`config.mk`:
```
export PLATFORM = sky130hd
export DESIGN_NAME = tlv_stream_parser_core
export DESIGN_NICKNAME = d
export VERILOG_FILES = /design/src/rtl/tsp_pkg.sv /design/src/rtl/tlv_stream_parser_core.sv
export SDC_FILE = /design/constraint.sdc
export NUM_CORES = 1
export LEC_CHECK = 0
export BUFFER_PORTS_ARGS = -buffer_cell sky130_fd_sc_hd__buf_2
export CAP_MARGIN = 20
export CELL_PAD_IN_SITES_DETAIL_PLACEMENT = 1
export CELL_PAD_IN_SITES_GLOBAL_PLACEMENT = 1
export CORE_ASPECT_RATIO = 1.2
export CORE_MARGIN = 3
export CORE_UTILIZATION = 30
export DETAILED_ROUTE_END_ITERATION = 16
export PLACE_DENSITY_LB_ADDON = 0.15
export SLEW_MARGIN = 20
export SYNTH_ARGS = -nofsm -noshare
export SYNTH_HDL_FRONTEND = slang
export SYNTH_SLANG_ARGS = --single-unit
```
`constraint.sdc`:
```
create_clock -name clock -period 15.78 [get_ports clock]
set_input_delay 0 -clock clock [delete_from_list [all_inputs] [get_ports clock]]
set_output_delay 0 -clock clock [all_outputs]
set_load 0.005 [all_outputs]
```
`src/rtl/tsp_pkg.sv`:
```
// Types and constants shared by the TLV stream parser.
`timescale 1ns / 1ps

package tsp_pkg;

   localparam int CSR_INDEX_W = 4;
   localparam int CSR_DATA_W  = 4;

   localparam logic [CSR_INDEX_W-1:0] CSR_NUMBER_MAX_BYTES   = 4'd0;
   localparam logic [CSR_INDEX_W-1:0] CSR_DESCEND_CONTAINERS = 4'd1;

   localparam logic [3:0] NUMBER_MAX_BYTES_RESET   = 4'd8;
   localparam logic       DESCEND_CONTAINERS_RESET = 1'b1;

   localparam logic       EV_HEADER   = 1'b0;
   localparam logic       EV_PAYLOAD  = 1'b1;
   localparam logic [1:0] T_OBJ_INST  = 2'd0;
   localparam logic [1:0] T_RES_INST  = 2'd1;
   localparam logic [1:0] T_MULTI_RES = 2'd2;
   localparam logic [1:0] T_RESOURCE  = 2'd3;

   typedef struct packed {
      logic [7:0] data_byte;
      logic       frame_start;
   } req_type;

   typedef struct packed {
      logic               event_res;
      logic [1:0]         tlv_kind;
      logic [15:0]        tlv_ident;
      logic [23:0]        tlv_length;
      logic [7:0]         payload_byte;
      logic               payload_last;
      logic signed [63:0] number_value;
      logic               number_ok;
   } rsp_type;

endpackage

```
`src/rtl/tlv_stream_parser_core.sv`:
```
// TLV stream parser: one stream byte in per transfer, header and payload events out.
// Each result is registered and valid in the cycle after the byte that causes it is accepted.
// One byte per cycle unless a result stalls; the register frees in the cycle it is taken.
// Header and payload decode runs as one pass from the input port into the result register.
// Synchronous reset: parser expects a type byte, held fields and counters clear,
// number_max_bytes returns to 8 and descend_containers to 1.
`timescale 1ns / 1ps

module tlv_stream_parser_core
   import tsp_pkg::*;
(
   input  logic                   clock,
   input  logic                   reset,
   input  logic                   req_valid,
   output logic                   req_ready,
   input  req_type                req_data,
   output logic                   rsp_valid,
   input  logic                   rsp_ready,
   output rsp_type                rsp_data,
   input  logic                   csr_valid,
   output logic                   csr_ready,
   input  logic [CSR_INDEX_W-1:0] csr_index,
   input  logic [CSR_DATA_W-1:0]  csr_data
);

   localparam logic [1:0] PH_TYPE    = 2'd0;
   localparam logic [1:0] PH_IDENT   = 2'd1;
   localparam logic [1:0] PH_LENGTH  = 2'd2;
   localparam logic [1:0] PH_PAYLOAD = 2'd3;

   logic [3:0]  max_bytes_ff;
   logic        descend_ff;

   logic [1:0]  phase_ff,       phase_in;
   logic [1:0]  type_ff,        type_in;
   logic [15:0] ident_ff,       ident_in;
   logic [1:0]  ident_left_ff,  ident_left_in;
   logic [1:0]  len_left_ff,    len_left_in;
   logic [23:0] length_ff,      length_in;
   logic [23:0] pay_left_ff,    pay_left_in;
   logic [63:0] accum_ff,       accum_in;

   logic        rsp_valid_ff,   rsp_valid_in;
   rsp_type     rsp_ff,         rsp_in;

   logic        accept;
   logic        rsp_set;
   logic        hdr_done;
   logic        sized;
   logic        num_ok;
   logic [63:0] ext_value;
   logic [7:0]  b;

   assign req_ready = !rsp_valid_ff || rsp_ready;
   assign accept    = req_valid && req_ready;
   assign csr_ready = 1'b1;
   assign rsp_valid = rsp_valid_ff;
   assign rsp_data  = rsp_ff;
   assign b         = req_data.data_byte;

   // Number check and sign extension of the completed payload word.
   always_comb begin
      sized = (length_ff == 24'd1) || (length_ff == 24'd2) ||
              (length_ff == 24'd4) || (length_ff == 24'd8);
      num_ok = sized && (length_ff <= {20'd0, max_bytes_ff});
      case (length_ff[3:0])
         4'd1:    ext_value = {{56{accum_in[7]}},  accum_in[7:0]};
         4'd2:    ext_value = {{48{accum_in[15]}}, accum_in[15:0]};
         4'd4:    ext_value = {{32{accum_in[31]}}, accum_in[31:0]};
         default: ext_value = accum_in;
      endcase
   end

   always_comb begin
      phase_in      = phase_ff;
      type_in       = type_ff;
      ident_in      = ident_ff;
      ident_left_in = ident_left_ff;
      len_left_in   = len_left_ff;
      length_in     = length_ff;
      pay_left_in   = pay_left_ff;
      accum_in      = accum_ff;
      hdr_done      = 1'b0;
      rsp_set       = 1'b0;
      rsp_in        = rsp_ff;

      if (accept) begin
         if (req_data.frame_start || phase_ff == PH_TYPE) begin
            type_in       = b[7:6];
            ident_left_in = b[5] ? 2'd2 : 2'd1;
            len_left_in   = b[4:3];
            length_in     = (b[4:3] == 2'd0) ? {21'd0, b[2:0]} : 24'd0;
            ident_in      = 16'd0;
            pay_left_in   = 24'd0;
            accum_in      = 64'd0;
            phase_in      = PH_IDENT;
         end else if (phase_ff == PH_IDENT) begin
            ident_in      = {ident_ff[7:0], b};
            ident_left_in = ident_left_ff - 2'd1;
            if (ident_left_in == 2'd0) begin
               if (len_left_ff == 2'd0) begin
                  hdr_done = 1'b1;
               end else begin
                  phase_in = PH_LENGTH;
               end
            end
         end else if (phase_ff == PH_LENGTH) begin
            length_in   = {length_ff[15:0], b};
            len_left_in = len_left_ff - 2'd1;
            if (len_left_in == 2'd0) begin
               hdr_done = 1'b1;
            end
         end else begin
            accum_in    = {accum_ff[55:0], b};
            pay_left_in = pay_left_ff - 24'd1;
            rsp_set     = 1'b1;
            rsp_in.event_res    = EV_PAYLOAD;
            rsp_in.tlv_kind     = type_ff;
            rsp_in.tlv_ident    = ident_ff;
            rsp_in.tlv_length   = length_ff;
            rsp_in.payload_byte = b;
            if (pay_left_in != 24'd0) begin
               rsp_in.payload_last = 1'b0;
               rsp_in.number_value = 64'sd0;
               rsp_in.number_ok    = 1'b0;
            end else begin
               rsp_in.payload_last = 1'b1;
               rsp_in.number_value = num_ok ? $signed(ext_value) : 64'sd0;
               rsp_in.number_ok    = num_ok;
               phase_in            = PH_TYPE;
            end
         end

         if (hdr_done) begin
            rsp_set             = 1'b1;
            rsp_in.event_res    = EV_HEADER;
            rsp_in.tlv_kind     = type_in;
            rsp_in.tlv_ident    = ident_in;
            rsp_in.tlv_length   = length_in;
            rsp_in.payload_byte = 8'd0;
            rsp_in.payload_last = 1'b0;
            rsp_in.number_value = 64'sd0;
            rsp_in.number_ok    = 1'b0;
            pay_left_in         = length_in;
            accum_in            = 64'd0;
            // With descend_containers set, containers descend straight into their child headers.
            if (length_in == 24'd0 ||
                (descend_ff && (type_in == T_OBJ_INST || type_in == T_MULTI_RES))) begin
               phase_in = PH_TYPE;
            end else begin
               phase_in = PH_PAYLOAD;
            end
         end
      end

      if (rsp_set) begin
         rsp_valid_in = 1'b1;
      end else if (rsp_ready) begin
         rsp_valid_in = 1'b0;
      end else begin
         rsp_valid_in = rsp_valid_ff;
      end
   end

   always_ff @(posedge clock) begin
      if (reset) begin
         phase_ff      <= PH_TYPE;
         type_ff       <= 2'd0;
         ident_ff      <= 16'd0;
         ident_left_ff <= 2'd0;
         len_left_ff   <= 2'd0;
         length_ff     <= 24'd0;
         pay_left_ff   <= 24'd0;
         accum_ff      <= 64'd0;
         rsp_valid_ff  <= 1'b0;
      end else begin
         phase_ff      <= phase_in;
         type_ff       <= type_in;
         ident_ff      <= ident_in;
         ident_left_ff <= ident_left_in;
         len_left_ff   <= len_left_in;
         length_ff     <= length_in;
         pay_left_ff   <= pay_left_in;
         accum_ff      <= accum_in;
         rsp_valid_ff  <= rsp_valid_in;
      end
   end

   // Hold the result until it is taken.
   always_ff @(posedge clock) begin
      if (rsp_set) begin
         rsp_ff <= rsp_in;
      end
   end

   always_ff @(posedge clock) begin
      if (reset) begin
         max_bytes_ff <= NUMBER_MAX_BYTES_RESET;
         descend_ff   <= DESCEND_CONTAINERS_RESET;
      end else if (csr_valid && csr_ready) begin
         unique case (csr_index)
            CSR_NUMBER_MAX_BYTES:   max_bytes_ff <= csr_data;
            CSR_DESCEND_CONTAINERS: descend_ff   <= csr_data[0];
            default: ;
         endcase
      end
   end

endmodule

```
-- Word level (Yosys, flattened, before mapping)
Index checks and enable logic that the tools add are counted.
- bits in registers: 259
- bits of input ports: 22
- output and inout port bits: 120
- logic and storage cells: 127
- $add $sub $neg: 3
- magnitude comparators: 1
- eq/ne operators: 21
- muxes and demuxes: 53
- reductions and logical operators: 30
- operator list (kind ; number):
    64-bit 2-to-1 mux ; 6
    117-bit 2-to-1 mux ; 3
    24-bit 2-to-1 mux ; 8
    64-bit one-hot mux with 3 select lines ; 1
    116-bit 2-to-1 mux ; 1
    66-bit 2-to-1 mux ; 1
    16-bit 2-to-1 mux ; 2
    2-bit 2-to-1 mux ; 16
    24-bit by 1-bit == test with 1-bit output, second input constant ; 1
    24-bit by 2-bit == test with 1-bit output, second input constant ; 1
    24-bit by 3-bit == test with 1-bit output, second input constant ; 1
    24-bit by 4-bit == test with 1-bit output, second input constant ; 1
    24-bit by 4-bit less-or-equal comparator with 1-bit output ; 1
    24-bit logical NOT ; 1
    24-bit nonzero test ; 1
    24-bit by 1-bit subtractor with 24-bit output, second input constant ; 1
    1-bit 2-to-1 mux ; 14
    2-bit logical NOT ; 6
    4-bit by 3-bit inequality test with 1-bit output, second input constant ; 3
    5-bit AND reduction ; 2
    4-bit by 1-bit == test with 1-bit output, second input constant ; 2
    1-bit logical OR ; 7
    2-bit by 1-bit inequality test with 1-bit output, second input constant ; 3
    3-bit by 2-bit inequality test with 1-bit output, second input constant ; 2
    other kinds (14) ; 23

-- Depth between registers and ports, before layout
Gate-level depths: netlist of the first run.
- depth after elaboration: 16
- gate-level depth with buffers: 13
- gate-level depth less buffers: 9

-- Least setup slack after synthesis of the first run
Ideal clock, no wire load.
- path kind: register to register
- start: reg phase_ff[1]
- end: reg rsp_ff (netlist bit rsp_data[0]) (enable)
- setup time: 491 ps
- arrival time: 4781 ps
- required time: 15289 ps
- setup slack: 10508 ps
- cell stages (with the launch flop): 9
- buffers on the path: 1
- period minus slack after synthesis: 5272 ps
- cell sequence: dfxtp_1 inv_1 ha_1 or4b_2 o22ai_2 inv_2 clkbuf_1 o21ai_0 and3_1
- cells in the longest elaborated chain, start to end: 8
- elaborated cells between the ends (all ways): 17
- classes of those cells: 5 x eq/ne; 9 x mux; 3 x reduce/logical
- RTL lines (what ; RTL line ; source):
    start, declared ; tlv_stream_parser_core.sv:34 ; logic [1:0] phase_ff, phase_in;
    start signal, assigned ; tlv_stream_parser_core.sv:177 ; phase_ff <= phase_in;
    2-bit == test ; tlv_stream_parser_core.sv:107 ; end else if (phase_ff == PH_LENGTH) begin
    1-bit 2-to-1 mux ; tlv_stream_parser_core.sv:107 ;
    1-bit 2-to-1 mux ; tlv_stream_parser_core.sv:97 ; end else if (phase_ff == PH_IDENT) begin
    1-bit 2-to-1 mux ; tlv_stream_parser_core.sv:88 ; if (req_data.frame_start || phase_ff == PH_TYPE) begin
    1-bit 2-to-1 mux ; tlv_stream_parser_core.sv:87 ; if (accept) begin
    1-bit 2-to-1 mux ; tlv_stream_parser_core.sv:134 ; if (hdr_done) begin
    1-bit 2-to-1 mux ; tlv_stream_parser_core.sv:87 ;
    5-bit AND reduction (no source line) * ; -- ;
    end signal, assigned ; tlv_stream_parser_core.sv:192 ; rsp_ff <= rsp_in;
    end, declared ; tlv_stream_parser_core.sv:44 ; rsp_type rsp_ff, rsp_in;
Mark *: on every way between the ends. The rest lies on a longest branch, timed or not. The select of a mux whose other input is x is not followed.
A chain may end at the register's enable or synchronous reset.

-- Worst setup path after layout of the first run
- start: reg phase_ff[1]
- end: reg rsp_ff (netlist bit rsp_data[48]), data pin
- cells in the longest elaborated chain, start to end: 13
- elaborated cells between the ends (all ways): 19
- classes of those cells: 2 x eq/ne; 15 x mux; 2 x reduce/logical
- RTL lines (what ; RTL line ; source):
    2-bit == test ; tlv_stream_parser_core.sv:107 ;
    1-bit 2-to-1 mux ; tlv_stream_parser_core.sv:107 ;
    1-bit 2-to-1 mux ; tlv_stream_parser_core.sv:97 ;
    1-bit 2-to-1 mux ; tlv_stream_parser_core.sv:88 ;
    1-bit 2-to-1 mux ; tlv_stream_parser_core.sv:87 ;
    64-bit 2-to-1 mux ; tlv_stream_parser_core.sv:134 ;
    64-bit 2-to-1 mux ; tlv_stream_parser_core.sv:87 ;
    64-bit one-hot mux with 3 select lines ; tlv_stream_parser_core.sv:66 ; case (length_ff[3:0])
    64-bit 2-to-1 mux ; tlv_stream_parser_core.sv:128 ; rsp_in.number_value = num_ok ? $signed(ext_value) : 64'sd0;
    66-bit 2-to-1 mux ; tlv_stream_parser_core.sv:122 ; if (pay_left_in != 24'd0) begin
    117-bit 2-to-1 mux ; tlv_stream_parser_core.sv:107 ;
    117-bit 2-to-1 mux ; tlv_stream_parser_core.sv:97 ;
    117-bit 2-to-1 mux ; tlv_stream_parser_core.sv:88 ;
Parallel ways exist; a longest one is shown, timed or not. The select of a mux whose other input is x is not followed.

==> flow_summary.toml, run 1 <==
[synth]
yosys.area.top_type_share_pct = 29.7
avgSynthCellArea_um2 = 10.1
ys_seq_area_share_pct = 53.7
yosys_warnings = 0
synth_largest_area_cell = "edfxtp_1"
synth_edf_count = 117
syn_area_mm2 = 0.0118
synthArstFlopShare_pct = 0
ys_ff_latch = 259
syn_nets = 1201
synth_flop_cell = "dfxtp_1"
synthDistinctLibCells = 64
synth_area_leaders = "edfxtp_1, dfxtp_1, mux2i_1"
syn_inst = 1167

[pwr]
switching_power_w = 0.000431
ir_worst_vdd_mv = 0.0819
pwr-share-clk_pct = 41.1
internal-power_w = 0.00118
seqPwrFrac_pct = 45.3
switching_share_pct = 26.7
power-per-cell-area_mw_per_mm2 = 115
power.total_w = 0.00162
p_leak_nw = 5.34
p_comb_share_pct = 13.5

[timing]
fin_crit_ns = 5.21
clock_skew_ns = 0.0198
slew_viol_final = 0
slew_headroom_pct = 31.2
period_share_pct = 33.0
tns_ns = 0
fmax_mhz = 192
finalSetupViolCount = 0
rsz0062_at_grt = "false"
worstMarginPinSlew_ns = 1.03
hold_violations = 0

[clock_tree]
cts_setup_buffers = 0
clockBufferDepth = 3
clock-root-buffer = "clkbuf_16"
htree_levels = 1
cts.sinks = 259
clkSlewWorstSetupHoldPaths_ns = 0.06
cts_buffers = 28
hold_buffers = 16
cts_resized = 0
clk_latency_ns = 0.55
cts_tree = "built"

[drt]
totalWireLength_um = 35700
drt-vias-per-instance = 5.10
vias = 9197
final_antenna_net_count = 0
drc = 0
drtIter0Drc = 461
wl_per_cell_um = 19.8
first_pass_iters = 4

[placed_design]
placed_area_mm2 = 0.0129
io_buffers = 140
dp.cells = 1738
globalplace.congestion = 0.811
dp_hpwl_um = 23600

[setup_path]
rr_endpoint = "rsp_data[48]$_SDFFCE_PP0P_"
rr_startpoint = "phase_ff[1]$_SDFFE_PP0P_"
reg2reg_setup_slack_ns = 10.57
critPathLaunch = "phase_ff[1]$_SDFFE_PP0P_"
cp-end-kind = "flip-flop"
crit_buf_inv = 2
start_kind = "flip-flop"
r2r_cells = 10
critPathRequiredTime_ns = 16.06
crit_chain = "inv_1 > ha_1 > or4b_2 > o22ai_2 > o21a_4 > buf_4 > nor4b_1 > o21a_1 > a41o_2 > o21a_1"
cp_common_cell = "o21a_1"
cp_top_family = "compound AO/OA/AOI/OAI gates"
worstPathMaxFanout = 70
cp.arrival_ns = 5.49
critPathSlowestCell = "or4b_2"
slowest_delay_ns = 0.77
critical_path_class = "flip-flop to flip-flop"

[global_route]
grt_max_degree = 73
grt_pass1_vias = 9466
grt_pass1_wl_um = 56500
antenna_found_initial = 0
track_usage_pct = 16.6
gr-total-overflow = 0

[flow_run]
drv_cap = 0

[min_path]
min-delay-path-class = "primary input to flip-flop"
hold-path-cell-count = 2
min_from = "reset"
hold_end = "length_ff[3]$_SDFFE_PP0P_"

[status]
status = "complete, no violations"

[cells_and_area]
antenna_cells = 0
area_growth_pct = 18.2
fillCellCount = 4349
drive_gt1_share_pct = 19.5
stdcell_count = 1805
fin_nets = 1292
design_area_mm2 = 0.0140

[floorplanning]
die_x_um = 187
die_area_mm2 = 0.0419
initial_utilization_pct = 30.5
dieHeight_um = 224
num_rows = 79
design.core.area_mm2 = 0.0388
ioPinCount = 142
[cells in the mapped netlist, drive strengths merged, types with 6 or more instances]
master / instances
mux2i: 77
mux2: 33
or4: 8
edfxtp: 117
nor2: 118
nor3: 120
a21oi: 58
dfxtp: 142
ha: 12
nand3: 11
nor4: 14
inv: 20
or3: 6
a31oi: 6
o21a: 43
and2: 13
o21ai: 48
a22oi: 47
nand4: 8
buf: 18
nor3b: 8
nand2: 57
nor2b: 20
clkbuf: 94
o32ai: 7
[worst max-delay path by stage]
stage                            endpoint  slack, ns  depth (start not counted)
2_1_floorplan   rsp_data[0]$_SDFFCE_PP0P_      10.51                          8
3_3_place_gp   rsp_data[62]$_SDFFCE_PP0P_      10.38                         10
3_5_place_dp   rsp_data[48]$_SDFFCE_PP0P_      10.56                         10
4_1_cts        rsp_data[48]$_SDFFCE_PP0P_      10.53                         10
5_1_grt        rsp_data[48]$_SDFFCE_PP0P_      10.19                         10
6_report       rsp_data[48]$_SDFFCE_PP0P_      10.57                         10
[metal layers]
layer | GRT usage [%] | vias up | share of wire [%]
li1 | - | 4445 | -
met1 | 21.8 | 4554 | 45
met2 | 29.0 | 157 | 49
met3 | 2.36 | 41 | 3.5
met4 | 4.20 | 0 | 2.0
met5 | 0 | - | 0
[cells in the final DEF, fill, tap and decap left out, types with 4 or more instances in the layout]
cell type and count:
inv_1 19, buf_4 18, nor2_1 116, nand4_1 8
clkbuf_16 29, nor3b_1 8, clkinv_1 5, mux2_2 33
o21ai_0 44, o21a_1 42, nor3_1 119, nor2b_1 20
dfxtp_1 142, ha_1 12, nand2_1 57, and2_1 13
or4_1 7, clkbuf_1 4, or3_1 6, a211oi_1 5
edfxtp_1 117, mux2i_1 77, buf_2 139, dlygate4sd3_1 16
nor4_1 13, a31oi_1 6, nor4b_1 4, nand3_1 10
a22oi_1 47, o32ai_1 7, clkbuf_8 6, a21oi_1 58
[state kept, by name (all words and copies together) (netlist names)]
register       count
ident_ff          16
rsp_data         117
ident_left_ff      2
length_ff         24
type_ff            2
pay_left_ff       24
descend_ff         1
len_left_ff        2
rsp_valid          1
phase_ff           2
max_bytes_ff       4
accum_ff          64
[stage by stage]
stage	setup slack, ns	util [%]	hold WS (ns)
6_report	10.57	36.0	0.0354
5_1_grt	10.19	36.0	0.0439
4_1_cts	10.53	36.0	0.00973
3_5_place_dp	10.56	33.2	0.281
3_3_place_gp	10.38	33.2	0.281
2_1_floorplan	10.51	-	0.137
[power groups by stage]
stage,Clock [W],Sequential [W],Combinational (W)
floorplan,0,0.000742,0.000156
global placement,0,0.000747,0.000217
detailed placement,0,0.000747,0.000217
CTS,0.000688,0.000733,0.000222
global route,0.000716,0.000735,0.000244
finish,0.000665,0.000732,0.000219
[area by class of cell]
cell class                      instances  area [um^2]  area share (%)
Multi-Input combinational cell        776         4980            35.6
Clock inverter                         12          113           0.804
Clock buffer                           39          823            5.88
Sequential cell                       259         6360            45.4
Timing Repair Buffer                  173          991            7.08
Inverter                               20         75.1           0.536
Tap cell                              526          658            4.70
[logic make-up after synthesis]
group / Yosys count / share of synthesized area, %
and+or+nand+nor: 401 / 16.7
DFF: 259 / 53.7
AOI/OAI and AO/OA: 247 / 13.7
buffers and inverters: 132 / 4.59
muxes: 110 / 9.65
adders and majority gates: 12 / 1.27
xor gates and xnor gates: 5 / 0.370
other: 1 / 0.0317
(Power assumes the default switching activity.)
==> inputs of run 2 (changes only) <==
clock period = 4.7 ns   (was 15.78 ns; I/O delays follow)
==> flow_summary.toml, run 2 (synthesized netlist as in run 1, its figures left out) <==
[pwr]
ir_worst_vdd_mv = 0.255
power-per-cell-area_mw_per_mm2 = 391
p_leak_nw = 5.42
power.total_w = 0.00552

[global_route]
track_usage_pct = 16.8
gr-total-overflow = 0
grt_pass1_wl_um = 56800
antenna_found_initial = 0
grt_pass1_vias = 9640
grt_max_degree = 72

[placed_design]
globalplace.congestion = 0.808
dp.cells = 1745
io_buffers = 140
dp_hpwl_um = 24100

[drt]
vias = 9249
final_antenna_net_count = 0
totalWireLength_um = 36100
drc = 0
wl_per_cell_um = 19.9
first_pass_iters = 5
drt-vias-per-instance = 5.09
drtIter0Drc = 408

[setup_path]
cp-end-kind = "flip-flop"
critPathRequiredTime_ns = 5.12
critPathLaunch = "pay_left_ff[1]$_SDFFE_PP0P_"
crit_chain = "inv_1 > ha_1 > or3b_1 > nor4_4 > nand4_1 > a32o_1 > or4_4 > nor3_4 > buf_4 > nor2b_1"
reg2reg_setup_slack_ns = 0.74
r2r_cells = 10
critical_path_class = "flip-flop to flip-flop"
start_kind = "flip-flop"
rr_startpoint = "pay_left_ff[1]$_SDFFE_PP0P_"
slowest_delay_ns = 0.67
crit_end = "rsp_data[24]$_SDFFCE_PP0P_"
rr_endpoint = "rsp_data[24]$_SDFFCE_PP0P_"
critPathSlowestCell = "nor3_4"
cp.arrival_ns = 4.38
worstPathMaxFanout = 21

[timing]
rsz0062_at_grt = "false"
finalSetupViolCount = 0
period_share_pct = 84.3
hold_violations = 0
worstMarginPinSlew_ns = 1.11
fmax_mhz = 252
fin_crit_ns = 3.96
tns_ns = 0
slew_headroom_pct = 26.3
whs_ns = 0.0312
slew_viol_final = 0
clock_skew_ns = 0.00975

[cells_and_area]
final_common_cell = "dfxtp_1"
antenna_cells = 0
multiInputGateArea_mm2 = 0.00498
fillCellCount = 4400
fin_nets = 1303
final_cell_mix = "dfxtp_1, buf_2, nor3_1"
seq_area_mm2 = 0.00636
area_growth_pct = 19.3
largest_reg_flops = 117
drive_gt1_share_pct = 19.8
stdcell_count = 1818

[clock_tree]
clockBufferDepth = 3
cts_buffers = 29
cts.sinks = 259
cts_tree = "built"
htree_levels = 1
cts_setup_buffers = 0
cts_resized = 0
clock-root-buffer = "clkbuf_16"
hold_buffers = 19
clkSlewWorstSetupHoldPaths_ns = 0.06
clk_latency_ns = 0.57

[status]
status = "complete, no violations"

[min_path]
min-delay-path-class = "primary input to flip-flop"

[floorplanning]
design.core.area_mm2 = 0.0388
die_x_um = 187
num_rows = 79
ioPinCount = 142
die_area_mm2 = 0.0419
dieHeight_um = 224
initial_utilization_pct = 30.5

[flow_run]
drv_cap = 0
==> run 2: final cells by class <==
class / count / share of cell area (%)
clock inverter: 15 / 1.32
tap: 526 / 4.66
multi-input combinational: 776 / 35.3
inverter: 20 / 0.531
clock buffer: 39 / 5.47
sequential: 259 / 45.0
timing repair buffer: 183 / 7.77
==> run 2: how the worst min path moves through the flow <==
stage,start,to,slack [ns],cells past startpoint
finish,reset,accum_ff[37]$_SDFF_PP0_,0.03,2
detailed placement,csr_data[0],descend_ff$_SDFFE_PP1P_,0.27,2
floorplan,csr_data[3],max_bytes_ff[3]$_SDFFE_PP1P_,0.14,2
global placement,csr_data[0],max_bytes_ff[0]$_SDFFE_PP0P_,0.27,3
CTS,reset,accum_ff[37]$_SDFF_PP0_,0.02,2
global route,reset,accum_ff[26]$_SDFF_PP0_,0.06,2
==> run 2: routing by layer <==
| layer | global-route usage [%] | vias to the layer above | routed length, um |
|---|---|---|---|
| li1 | - | 4491 | - |
| met1 | 21.7 | 4563 | 16100 |
| met2 | 29.9 | 152 | 18100 |
| met3 | 2.11 | 43 | 1180 |
| met4 | 4.10 | 0 | 675 |
| met5 | 0 | - | 0 |
==> run 2: critical path, delay by kind of cell (launching register included) <==
family | cells | cell delay [ns]
simple gates | 6 | 2.44
buf+inv | 2 | 0.44
flops | 1 | 0.38
compound gates | 1 | 0.30
fa+ha+maj | 1 | 0.25
==> run 2: stage by stage <==
stage / worst slack (ns) / cell area (um^2) / util (%)
floorplan: 0.747 / 11800 / -
global placement: 0.889 / 13000 / 33.4
detailed placement: 0.730 / 13000 / 33.4
CTS: 0.696 / 14100 / 36.4
global route: 0.364 / 14100 / 36.4
finish: 0.739 / 14100 / 36.4
==> run 2: report_power, final <==
| group | switching, W | internal [W] | total [W] |
|---|---|---|---|
| clock | 0.000943 | 0.00138 | 0.00232 |
| combinational | 0.000490 | 0.000253 | 0.000743 |
| sequential | 0.0000517 | 0.00241 | 0.00246 |
